--- src/hw/rtl/assert_macros.svh ---
// ----------------------------------------------------------------------------
// Assertion macros
// Concurrent assertion wrappers shared by the RTL; they expand to nothing
// when SYNTHESIS is defined.
// ----------------------------------------------------------------------------
`ifndef ASSERT_MACROS_SVH
`define ASSERT_MACROS_SVH
`ifndef SYNTHESIS
// Check that a property holds at every clock edge outside reset.
`define ASSERT_HOLDS(lbl, clk, rst, prop, msg) \
   lbl: assert property (@(posedge clk) disable iff (rst) prop) else $error(msg);
// Check that an expression is never true at a clock edge outside reset.
`define ASSERT_NEVER(lbl, clk, rst, expr, msg) \
   lbl: assert property (@(posedge clk) disable iff (rst) !(expr)) else $error(msg);
`else
`define ASSERT_HOLDS(lbl, clk, rst, prop, msg)
`define ASSERT_NEVER(lbl, clk, rst, expr, msg)
`endif
`endif

--- src/hw/rtl/tdqm_pkg.sv ---
`timescale 1ns / 1ps
// ----------------------------------------------------------------------------
// Tail-drop queue monitor package
// Field widths, constants and sequencer types of the queue monitor.
// ----------------------------------------------------------------------------
package tdqm_pkg;

   localparam int CountWidth   = 11;   // occupancy, capacity, peak, average
   localparam int DropWidth    = 10;   // arrivals, departures, dropped
   localparam int TotalWidth   = 32;   // saturating totals and tick count
   localparam int SumWidth     = 48;   // occupancy sum
   localparam int LossWidth    = 18;
   localparam int FullWidth    = 15;
   localparam int FracBits     = 8;
   localparam int ProdWidth    = 55;   // occupancy sum times percent scale
   localparam int DenWidth     = 43;   // tick count times capacity
   localparam int QuoWidth     = 18;   // widest quotient kept
   localparam int StepWidth    = 6;    // division step counter
   localparam int ReqDataWidth = 24;
   localparam int RspDataWidth = 176;

   localparam logic [CountWidth-1:0] CapacityReset = 11'd100;
   localparam logic [CountWidth-1:0] PercentScale  = 11'd100;

   typedef enum logic [3:0] {
      ST_IDLE,
      ST_MUL_DEN,
      ST_MUL_NUM,
      ST_LOAD_AVG,
      ST_LOAD_LOSS,
      ST_LOAD_FULL,
      ST_DIV_RUN,
      ST_DONE
   } state_type;

   typedef enum logic [1:0] {
      DIV_AVG,
      DIV_LOSS,
      DIV_FULL
   } div_type;

endpackage

--- src/hw/rtl/tail_drop_queue_monitor.sv ---
`timescale 1ns / 1ps
// ----------------------------------------------------------------------------
// Tail-drop queue monitor
// Tracks a tail-drop queue tick by tick and reports occupancy statistics.
// ----------------------------------------------------------------------------
// Usage:
//   Each request on req_* is one tick: arrivals and departures offered to a
//   modeled queue. The tick updates occupancy, peak, drop and event totals,
//   the occupancy sum and the tick count in the cycle it is accepted. A
//   bit-serial sequencer then forms tick count times capacity and occupancy
//   sum times 100 (shift-and-add, one multiplier bit per cycle) and runs
//   three restoring divisions, one quotient bit per cycle, on one shared
//   divider: average (48 steps), loss rate (18 steps) and fullness (15
//   steps). Loss rate and fullness are checked for saturation before they run.
//   One request is in work at a time, so a new request is taken only after
//   the previous result has moved to the output register; the work is
//   shorter when capacity is small or a ratio saturates.
//   A result waits in the output register while the next request is already
//   accepted and worked on; a stalled receiver only holds back the hand-off
//   of the following result.
//   csr_wr_en writes queue capacity (0 acts as 1, values above MAX_CAPACITY
//   are clamped). Reset clears all statistics and sets capacity to 100.
// ----------------------------------------------------------------------------
`include "assert_macros.svh"

module tail_drop_queue_monitor #(
   parameter int unsigned MAX_CAPACITY = 1024
) (
   input  logic                                 clock,
   input  logic                                 reset,
   // request channel
   input  logic                                 req_tvalid,
   output logic                                 req_tready,
   // arrivals [9:0], departures [19:10], zero [23:20]
   input  logic [tdqm_pkg::ReqDataWidth-1:0]    req_tdata,
   // result channel
   output logic                                 rsp_tvalid,
   input  logic                                 rsp_tready,
   // occupancy [10:0], overflow_now [11], underflow_now [12],
   // dropped_now [22:13], max_occupancy [33:23], total_lost [65:34],
   // overflow_events [97:66], underflow_events [129:98],
   // avg_occupancy [140:130], loss_rate_q8 [158:141],
   // fullness_q8 [173:159], zero [175:174]
   output logic [tdqm_pkg::RspDataWidth-1:0]    rsp_tdata,
   // capacity register
   input  logic                                 csr_wr_en,
   input  logic [tdqm_pkg::CountWidth-1:0]      csr_wr_data
);

   localparam logic [16:0] MaxCap = 17'(MAX_CAPACITY);

   // ------------------------------------------------------------------------
   // Registers
   // ------------------------------------------------------------------------
   tdqm_pkg::state_type  state_ff, state_in;
   tdqm_pkg::div_type    div_kind_ff, div_kind_in;

   logic [10:0] cap_ff;

   // queue statistics
   logic [10:0] held_ff,      held_in;
   logic [10:0] peak_ff,      peak_in;
   logic [31:0] lost_ff,      lost_in;
   logic [31:0] ovf_total_ff, ovf_total_in;
   logic [31:0] unf_total_ff, unf_total_in;
   logic [47:0] sum_ff,       sum_in;
   logic [31:0] tick_ff,      tick_in;

   // per-tick results held until hand-off
   logic        ovf_ff,     ovf_in;
   logic        unf_ff,     unf_in;
   logic [9:0]  dropped_ff, dropped_in;

   // shift-and-add multiplier
   logic [54:0] acc_ff,      acc_in;
   logic [54:0] mcand_ff,    mcand_in;
   logic [10:0] mplier_ff,   mplier_in;
   logic [42:0] den_full_ff, den_full_in;

   // restoring divider
   logic [42:0] rem_ff,  rem_in;
   logic [42:0] den_ff,  den_in;
   logic [47:0] num_ff,  num_in;
   logic [17:0] quo_ff,  quo_in;
   logic [5:0]  step_ff, step_in;

   // ratios
   logic [10:0] avg_ff,  avg_in;
   logic [17:0] loss_ff, loss_in;
   logic [14:0] full_ff, full_in;

   // output register
   logic                                rsp_tvalid_ff, rsp_tvalid_in;
   logic [tdqm_pkg::RspDataWidth-1:0]   rsp_tdata_ff,  rsp_tdata_in;

   // ------------------------------------------------------------------------
   // Tick update, done in the accepting cycle
   // ------------------------------------------------------------------------
   logic        req_fire;
   logic [9:0]  arrivals;
   logic [9:0]  departures;
   logic [10:0] cap_used;
   logic [11:0] offered;
   logic [10:0] room;
   logic [10:0] mid_count;
   logic        tick_ovf;
   logic        tick_unf;
   logic [9:0]  tick_dropped;
   logic [10:0] held_next;
   logic [32:0] lost_sum;
   logic [48:0] sum_wide;

   assign req_fire   = req_tvalid && req_tready;
   assign arrivals   = req_tdata[9:0];
   assign departures = req_tdata[19:10];

   // clamp capacity to 1..MAX_CAPACITY
   always_comb begin
      if (cap_ff == '0) begin
         cap_used = 11'd1;
      end else if ({6'b0, cap_ff} > MaxCap) begin
         cap_used = MaxCap[10:0];
      end else begin
         cap_used = cap_ff;
      end
   end

   always_comb begin
      offered  = {1'b0, held_ff} + {2'b0, arrivals};
      tick_ovf = offered > {1'b0, cap_used};
      room     = (held_ff >= cap_used) ? '0 : (cap_used - held_ff);
      if (tick_ovf) begin
         // room is below arrivals here: drop the rest, keep what fits
         tick_dropped = arrivals - room[9:0];
         mid_count    = held_ff + room;
      end else begin
         tick_dropped = '0;
         mid_count    = offered[10:0];
      end
      tick_unf  = {1'b0, departures} > mid_count;
      held_next = tick_unf ? '0 : (mid_count - {1'b0, departures});
      lost_sum  = {1'b0, lost_ff} + {23'b0, tick_dropped};
      sum_wide  = {1'b0, sum_ff} + {38'b0, held_next};

      held_in      = held_ff;
      peak_in      = peak_ff;
      lost_in      = lost_ff;
      ovf_total_in = ovf_total_ff;
      unf_total_in = unf_total_ff;
      sum_in       = sum_ff;
      tick_in      = tick_ff;
      ovf_in       = ovf_ff;
      unf_in       = unf_ff;
      dropped_in   = dropped_ff;

      if (req_fire) begin
         held_in    = held_next;
         peak_in    = (held_next > peak_ff) ? held_next : peak_ff;
         lost_in    = lost_sum[32] ? '1 : lost_sum[31:0];
         sum_in     = sum_wide[48] ? '1 : sum_wide[47:0];
         tick_in    = (&tick_ff) ? tick_ff : (tick_ff + 32'd1);
         ovf_in     = tick_ovf;
         unf_in     = tick_unf;
         dropped_in = tick_dropped;
         if (tick_ovf && !(&ovf_total_ff)) begin
            ovf_total_in = ovf_total_ff + 32'd1;
         end
         if (tick_unf && !(&unf_total_ff)) begin
            unf_total_in = unf_total_ff + 32'd1;
         end
      end
   end

   // ------------------------------------------------------------------------
   // Sequencer and serial datapath
   // ------------------------------------------------------------------------
   logic [43:0] div_trial;
   logic        div_ge;
   logic [43:0] div_diff;
   logic [21:0] loss_high;
   logic        loss_sat;
   logic [47:0] full_high;
   logic        full_sat;

   // one restoring step: bring down the next dividend bit, subtract if it fits
   assign div_trial = {rem_ff, num_ff[47]};
   assign div_ge    = div_trial >= {1'b0, den_ff};
   assign div_diff  = div_trial - {1'b0, den_ff};

   // quotient overflows its field exactly when dividend >> width >= divisor
   assign loss_high = lost_ff[31:10];
   assign loss_sat  = {10'b0, loss_high} >= tick_ff;
   assign full_high = acc_ff[54:7];
   assign full_sat  = full_high >= {5'b0, den_full_ff};

   always_comb begin
      state_in      = state_ff;
      div_kind_in   = div_kind_ff;
      acc_in        = acc_ff;
      mcand_in      = mcand_ff;
      mplier_in     = mplier_ff;
      den_full_in   = den_full_ff;
      rem_in        = rem_ff;
      den_in        = den_ff;
      num_in        = num_ff;
      quo_in        = quo_ff;
      step_in       = step_ff;
      avg_in        = avg_ff;
      loss_in       = loss_ff;
      full_in       = full_ff;
      rsp_tvalid_in = rsp_tvalid_ff && !rsp_tready;
      rsp_tdata_in  = rsp_tdata_ff;
      req_tready    = 1'b0;

      unique case (state_ff)
         tdqm_pkg::ST_IDLE: begin
            req_tready = 1'b1;
            if (req_fire) begin
               // start tick count times capacity
               acc_in    = '0;
               mcand_in  = {23'b0, tick_in};
               mplier_in = cap_used;
               state_in  = tdqm_pkg::ST_MUL_DEN;
            end
         end

         tdqm_pkg::ST_MUL_DEN: begin
            if (mplier_ff != '0) begin
               if (mplier_ff[0]) begin
                  acc_in = acc_ff + mcand_ff;
               end
               mcand_in  = {mcand_ff[53:0], 1'b0};
               mplier_in = {1'b0, mplier_ff[10:1]};
            end else begin
               // hold the denominator, start occupancy sum times 100
               den_full_in = acc_ff[42:0];
               acc_in      = '0;
               mcand_in    = {7'b0, sum_ff};
               mplier_in   = tdqm_pkg::PercentScale;
               state_in    = tdqm_pkg::ST_MUL_NUM;
            end
         end

         tdqm_pkg::ST_MUL_NUM: begin
            if (mplier_ff != '0) begin
               if (mplier_ff[0]) begin
                  acc_in = acc_ff + mcand_ff;
               end
               mcand_in  = {mcand_ff[53:0], 1'b0};
               mplier_in = {1'b0, mplier_ff[10:1]};
            end else begin
               state_in = tdqm_pkg::ST_LOAD_AVG;
            end
         end

         tdqm_pkg::ST_LOAD_AVG: begin
            rem_in      = '0;
            num_in      = sum_ff;
            den_in      = {11'b0, tick_ff};
            step_in     = 6'(tdqm_pkg::SumWidth);
            div_kind_in = tdqm_pkg::DIV_AVG;
            state_in    = tdqm_pkg::ST_DIV_RUN;
         end

         tdqm_pkg::ST_LOAD_LOSS: begin
            if (loss_sat) begin
               loss_in  = '1;
               state_in = tdqm_pkg::ST_LOAD_FULL;
            end else begin
               rem_in      = {21'b0, loss_high};
               num_in      = {lost_ff[9:0], 38'b0};
               den_in      = {11'b0, tick_ff};
               step_in     = 6'(tdqm_pkg::LossWidth);
               div_kind_in = tdqm_pkg::DIV_LOSS;
               state_in    = tdqm_pkg::ST_DIV_RUN;
            end
         end

         tdqm_pkg::ST_LOAD_FULL: begin
            if (full_sat) begin
               full_in  = '1;
               state_in = tdqm_pkg::ST_DONE;
            end else begin
               rem_in      = full_high[42:0];
               num_in      = {acc_ff[6:0], 8'b0, 33'b0};
               den_in      = den_full_ff;
               step_in     = 6'(tdqm_pkg::FullWidth);
               div_kind_in = tdqm_pkg::DIV_FULL;
               state_in    = tdqm_pkg::ST_DIV_RUN;
            end
         end

         tdqm_pkg::ST_DIV_RUN: begin
            if (step_ff != '0) begin
               rem_in  = div_ge ? div_diff[42:0] : div_trial[42:0];
               quo_in  = {quo_ff[16:0], div_ge};
               num_in  = {num_ff[46:0], 1'b0};
               step_in = step_ff - 6'd1;
            end else begin
               unique case (div_kind_ff)
                  tdqm_pkg::DIV_AVG: begin
                     avg_in   = quo_ff[10:0];
                     state_in = tdqm_pkg::ST_LOAD_LOSS;
                  end
                  tdqm_pkg::DIV_LOSS: begin
                     loss_in  = quo_ff;
                     state_in = tdqm_pkg::ST_LOAD_FULL;
                  end
                  tdqm_pkg::DIV_FULL: begin
                     full_in  = quo_ff[14:0];
                     state_in = tdqm_pkg::ST_DONE;
                  end
                  default: begin
                     state_in = tdqm_pkg::ST_DONE;
                  end
               endcase
            end
         end

         tdqm_pkg::ST_DONE: begin
            // hand off once the output register is free or being drained
            if (!rsp_tvalid_ff || rsp_tready) begin
               rsp_tvalid_in = 1'b1;
               rsp_tdata_in  = {2'b0, full_ff, loss_ff, avg_ff, unf_total_ff,
                                ovf_total_ff, lost_ff, peak_ff, dropped_ff,
                                unf_ff, ovf_ff, held_ff};
               state_in      = tdqm_pkg::ST_IDLE;
            end
         end

         default: begin
            state_in = tdqm_pkg::ST_IDLE;
         end
      endcase
   end

   // ------------------------------------------------------------------------
   // Clocked blocks
   // ------------------------------------------------------------------------
   always_ff @(posedge clock) begin
      if (reset) begin
         state_ff      <= tdqm_pkg::ST_IDLE;
         rsp_tvalid_ff <= 1'b0;
         cap_ff        <= tdqm_pkg::CapacityReset;
         held_ff       <= '0;
         peak_ff       <= '0;
         lost_ff       <= '0;
         ovf_total_ff  <= '0;
         unf_total_ff  <= '0;
         sum_ff        <= '0;
         tick_ff       <= '0;
      end else begin
         state_ff      <= state_in;
         rsp_tvalid_ff <= rsp_tvalid_in;
         if (csr_wr_en) begin
            cap_ff <= csr_wr_data;
         end
         held_ff       <= held_in;
         peak_ff       <= peak_in;
         lost_ff       <= lost_in;
         ovf_total_ff  <= ovf_total_in;
         unf_total_ff  <= unf_total_in;
         sum_ff        <= sum_in;
         tick_ff       <= tick_in;
      end
   end

   always_ff @(posedge clock) begin
      div_kind_ff  <= div_kind_in;
      ovf_ff       <= ovf_in;
      unf_ff       <= unf_in;
      dropped_ff   <= dropped_in;
      acc_ff       <= acc_in;
      mcand_ff     <= mcand_in;
      mplier_ff    <= mplier_in;
      den_full_ff  <= den_full_in;
      rem_ff       <= rem_in;
      den_ff       <= den_in;
      num_ff       <= num_in;
      quo_ff       <= quo_in;
      step_ff      <= step_in;
      avg_ff       <= avg_in;
      loss_ff      <= loss_in;
      full_ff      <= full_in;
      rsp_tdata_ff <= rsp_tdata_in;
   end

   assign rsp_tvalid = rsp_tvalid_ff;
   assign rsp_tdata  = rsp_tdata_ff;

   // ------------------------------------------------------------------------
   // Assertions
   // ------------------------------------------------------------------------
   `ASSERT_HOLDS(a_peak_covers_held, clock, reset,
      peak_ff >= held_ff, "peak below occupancy")
   `ASSERT_HOLDS(a_rem_below_den, clock, reset,
      (state_ff == tdqm_pkg::ST_DIV_RUN) |-> (rem_ff < den_ff),
      "divider remainder not below divisor")
   `ASSERT_HOLDS(a_drop_means_ovf, clock, reset,
      (state_ff == tdqm_pkg::ST_DONE && dropped_ff != '0) |-> ovf_ff,
      "drop without overflow flag")
   `ASSERT_HOLDS(a_unf_empties, clock, reset,
      (state_ff == tdqm_pkg::ST_DONE && unf_ff) |-> (held_ff == '0),
      "underflow left packets held")
   `ASSERT_HOLDS(a_rsp_from_done, clock, reset,
      $rose(rsp_tvalid_ff) |-> $past(state_ff == tdqm_pkg::ST_DONE),
      "result raised outside hand-off")

endmodule

--- config.mk ---
export PLATFORM = sky130hd
export DESIGN_NAME = tail_drop_queue_monitor
export DESIGN_NICKNAME = d
export VERILOG_FILES = /design/src/hw/rtl/tdqm_pkg.sv /design/src/hw/rtl/tail_drop_queue_monitor.sv
export VERILOG_INCLUDE_DIRS = /design/src /design/src/hw/rtl
export SDC_FILE = /design/constraint.sdc
export NUM_CORES = 2
export LEC_CHECK = 0
export ABC_AREA = 1
export BUFFER_PORTS_ARGS = -buffer_cell sky130_fd_sc_hd__buf_4
export CORE_ASPECT_RATIO = 1.1
export CORE_UTILIZATION = 40
export DETAILED_ROUTE_END_ITERATION = 6
export GPL_TIMING_DRIVEN = 0
export PLACE_DENSITY = 0.52
export REMOVE_ABC_BUFFERS = 1
export SYNTH_ARGS = -nofsm -noshare
export SYNTH_HDL_FRONTEND = slang
export SYNTH_SLANG_ARGS = --single-unit
--- constraint.sdc ---
create_clock -name clock -period 12.49 [get_ports clock]
set_clock_uncertainty 0.05 [all_clocks]
set_input_delay 0.6245 -clock clock [delete_from_list [all_inputs] [get_ports clock]]
set_output_delay 0.6245 -clock clock [all_outputs]
set_load 0.1 [all_outputs]
==> qor.tcl <==
set qor(status) {finished, violations left}
set qor(violations) {design-rule violations}
set qor(yosys_register_bits) 767
set qor(crit_path_top_delay_cell) {sky130_fd_sc_hd__nor2_2}
set qor(post_cts_hold_fix_bufs) 0
set qor(dieHeight_um) 353.0
set qor(core-area_mm2) 0.1108
set qor(synthFlopType) {sky130_fd_sc_hd__edfxtp_1}
set qor(period_minus_slack_ps) 8826
set qor(totalWireLength_um) 143500
set qor(cts_root_buf) {sky130_fd_sc_hd__clkbuf_16}
set qor(timing.final.ws_setup_ps) 3665
set qor(syn_inst) 5358
set qor(power_switching_w) 0.005907
set qor(post_dp_cell_area_mm2) 0.04843
set qor(sequential_fraction_of_the_synthesis_area) 0.4665
set qor(min_path_cells) 3
set qor(cts_max_level) 3
set qor(gpl.final_weighted_congestion) 0.9797
set qor(synth.avg_cell_area_um2) 8.361
set qor(number_of_antenna_violations_at_the_first_check_in_global_routing) 1
set qor(timing.hold.worst.class) {in -> reg}
set qor(power.internal_w) 0.006999
set qor(latest_clock_arrival_within_the_worst_skew_pair_ps) 680
set qor(dpl.hpwl_um) 110500
set qor(leakage_nw) 21.17
set qor(grt_start_max_net_pins) 103
set qor(route.vias.total) 37279
set qor(rows) 128
set qor(clock_sink_count) 767
set qor(slew_headroom) 0.1060
set qor(ctsLongestPathBuffers) 3
set qor(io-pin-count) 218
set qor(part_of_the_power_in_combinational_logic) 0.497
set qor(cp_top_family) {simple AND/OR/NAND/NOR gates}
set qor(n_fill_cell) 11055
set qor(timing.critical_path.fanout_max) 19
set qor(timing.critical_path.slowest_cell_delay_ps) 560
set qor(final_cell_mix) {sky130_fd_sc_hd__nand2_1, sky130_fd_sc_hd__inv_1, sky130_fd_sc_hd__edfxtp_1}
set qor(synthArstFlopShare) 0
set qor(syn_area_mm2) 0.04480
set qor(fin_nets) 5864
set qor(rsz_0062_raised_after_global_routing) {false}
set qor(reg2regPathDepth) 41
set qor(synthDistinctLibCells) 73
set qor(setup-violations-final) 0
set qor(die_x_um) 321.1
set qor(cp_common_cell) {sky130_fd_sc_hd__nand2_1}
set qor(p_clk_frac) 0.203
set qor(synth-edff-count) 554
set qor(switching_share) 0.4577
set qor(powerDensity_mw_per_mm2) 251.3
set qor(ant_nets) 0
set qor(seqPwrFrac) 0.300
set qor(final-hold-violation-count) 0
set qor(detail_route.drc_violations) 2
set qor(min_period_over_period) 0.7066
set qor(post_drt_via_cell_ratio) 5.231
set qor(grt_usage) 0.2502
set qor(worstSetupEndpointType) {flop}
set qor(post_cts_buffers) 0
set qor(max_capacitance_violation_count) 0
set qor(critPathKind) {reg -> reg}
set qor(drive_above_1_share) 0.08917
set qor(cts_tree) {done}
set qor(max_freq_mhz) 113.3
set qor(fp.dieArea_mm2) 0.1133
set qor(critical_path_buf_inv_count) 6
set qor(critical_path.startpoint_type) {flop}
set qor(wire_per_inst_um) 20.13
set qor(final_area_mm2) 0.05136
set qor(tritoncts.num_buffers) 86
set qor(detailedPlace.worstSlack_ps) 3465
set qor(vdd.ir_drop.worst_mv) 0.2153
set qor(timing.critical_path.depth) 41
set qor(worstMarginPinSlew_ps) 1329
set qor(grt_first_pass_wirelength_um) 218400
set qor(cts.reportedPaths.clkPinSlew_ps) 60
set qor(yosysWarningCount) 0
set qor(cp_data_required_time_ps) 13050
set qor(initial_core_util) 0.4042
set qor(post_cts_resized) 0
set qor(first_global_vias) 36326
set qor(portBuffers) 211
set qor(mostFrequentLayoutCell) {sky130_fd_sc_hd__nand2_1}
set qor(syn_to_final_growth_pct) 14.64
set qor(postLayoutCoreUtil) 0.4634
set qor(design_power_total_w) 0.01291
set qor(globalRouteOverflowTotal) 0
set qor(max_slew_violation_total_from_the_final_report) 0
set qor(drtIter0Drc) 2713
set qor(drtPass1Iterations) 7
set qor(cp.arrival_ps) 9380
## layer usage
metal  global-route usage  share of wire
met4              0.08705          0.033
met1               0.3321           0.45
met5                    0              0
met3              0.02225          0.037
met2               0.4256           0.48
## area by class of cell
class	count	area (µm²)	share of cell area
Sequential cell	767	20900	0.4069
Multi-Input combinational cell	3634	20290	0.3951
Inverter	825	3114	0.06064
Clock buffer	112	2382	0.04638
Timing Repair Buffer	243	2280	0.04439
Tap cell	1495	1871	0.03642
Clock inverter	49	516.7	0.01006
Antenna cell	2	5.005	0.00009745
## metrics by stage
step / TNS [ps] / cells / hold slack, ps
6_report: 0 / 7127 / 128.5
5_1_grt: 0 / 7125 / 127.6
4_1_cts: 0 / 7124 / 94.33
3_5_place_dp: 0 / 6963 / 354.5
3_3_place_gp: -1019190 / 6932 / 350.4
2_1_floorplan: 0 / 5226 / 350.3
## power by group through the flow
stage | clock network [W] | logic [W] | registers [W]
after floorplan | 0 | 0.00436 | 0.00385
after global placement | 0 | 0.00618 | 0.00406
after detailed placement | 0 | 0.00638 | 0.00392
after CTS | 0.00269 | 0.00640 | 0.00387
after global routing | 0.00278 | 0.00720 | 0.00392
final | 0.00263 | 0.00641 | 0.00387
## worst reg2reg max path: cells and delay by family, from the launching register on
kind,cells,cell delay [ps]
and+or+nand+nor,20,3620
AOI/OAI and AO/OA,10,1850
adders and majority gates,4,1480
buffers and inverters,6,1130
DFF,1,430
xor gates and xnor gates,1,210
## synth_stat cells (9+ instances only)
library cell | count | area share
sky130_fd_sc_hd__a21boi_0 | 9 | 0.0015
sky130_fd_sc_hd__a21o_1 | 29 | 0.0049
sky130_fd_sc_hd__a21oi_1 | 404 | 0.045
sky130_fd_sc_hd__a22o_1 | 12 | 0.0023
sky130_fd_sc_hd__a22oi_1 | 13 | 0.0022
sky130_fd_sc_hd__a31oi_1 | 46 | 0.0064
sky130_fd_sc_hd__and3_1 | 9 | 0.0013
sky130_fd_sc_hd__buf_2 | 26 | 0.0029
sky130_fd_sc_hd__clkbuf_1 | 86 | 0.0072
sky130_fd_sc_hd__dfxtp_1 | 213 | 0.095
sky130_fd_sc_hd__edfxtp_1 | 554 | 0.37
sky130_fd_sc_hd__fa_1 | 9 | 0.0040
sky130_fd_sc_hd__ha_1 | 258 | 0.072
sky130_fd_sc_hd__inv_1 | 808 | 0.068
sky130_fd_sc_hd__inv_2 | 13 | 0.0011
sky130_fd_sc_hd__nand2_1 | 1052 | 0.088
sky130_fd_sc_hd__nand2_2 | 9 | 0.0013
sky130_fd_sc_hd__nand3_1 | 240 | 0.027
sky130_fd_sc_hd__nand3b_1 | 9 | 0.0015
sky130_fd_sc_hd__nand4_1 | 88 | 0.012
sky130_fd_sc_hd__nor2_1 | 458 | 0.038
sky130_fd_sc_hd__nor2_2 | 9 | 0.0013
sky130_fd_sc_hd__nor3_1 | 112 | 0.013
sky130_fd_sc_hd__nor4_1 | 47 | 0.0066
sky130_fd_sc_hd__o211ai_1 | 42 | 0.0070
sky130_fd_sc_hd__o21a_1 | 14 | 0.0023
sky130_fd_sc_hd__o21ai_0 | 381 | 0.043
sky130_fd_sc_hd__o21ai_1 | 13 | 0.0015
sky130_fd_sc_hd__o21bai_1 | 33 | 0.0055
sky130_fd_sc_hd__o221ai_1 | 28 | 0.0055
sky130_fd_sc_hd__o22ai_1 | 11 | 0.0015
sky130_fd_sc_hd__or2_2 | 38 | 0.0053
sky130_fd_sc_hd__xnor2_1 | 44 | 0.0086
sky130_fd_sc_hd__xor2_1 | 126 | 0.025
## state kept, by name, indices dropped and copies added (netlist names), 18 cells and up
register and flops:
acc_ff 55, den_ff 43, den_full_ff 43, loss_ff 18, lost_ff 32, mcand_ff 55, num_ff 48, ovf_total_ff 32
quo_ff 18, rem_ff 43, rsp_tdata 174, sum_ff 48, tick_ff 32, unf_total_ff 32
## final timing paths
path	slack, ps	to	start
worst min-delay path	130	cap_ff[5]	csr_wr_data[5]
worst max-delay path	3660	sum_ff[11]	held_ff[2]
worst min register to register	360	rsp_tdata[163]	full_ff[4]
worst max register to register	3660	sum_ff[11]	held_ff[2]
## cell families (layout without fill, tap and decap cells)
logic type | count (synthesis) | after routing | share of synthesized area
AND/OR/NAND/NOR | 2112 | 2112 | 0.2037
AO/OA/AOI/OAI | 1083 | 1083 | 0.1378
buffers and inverters | 958 | 1229 | 0.08259
flip-flops | 767 | 767 | 0.4665
adder cells (fa/ha/maj) | 267 | 267 | 0.07608
XOR/XNOR | 170 | 170 | 0.03324
other | 1 | 4 | 0.00008371
No activity file was read; power rests on OpenSTA's default activity.
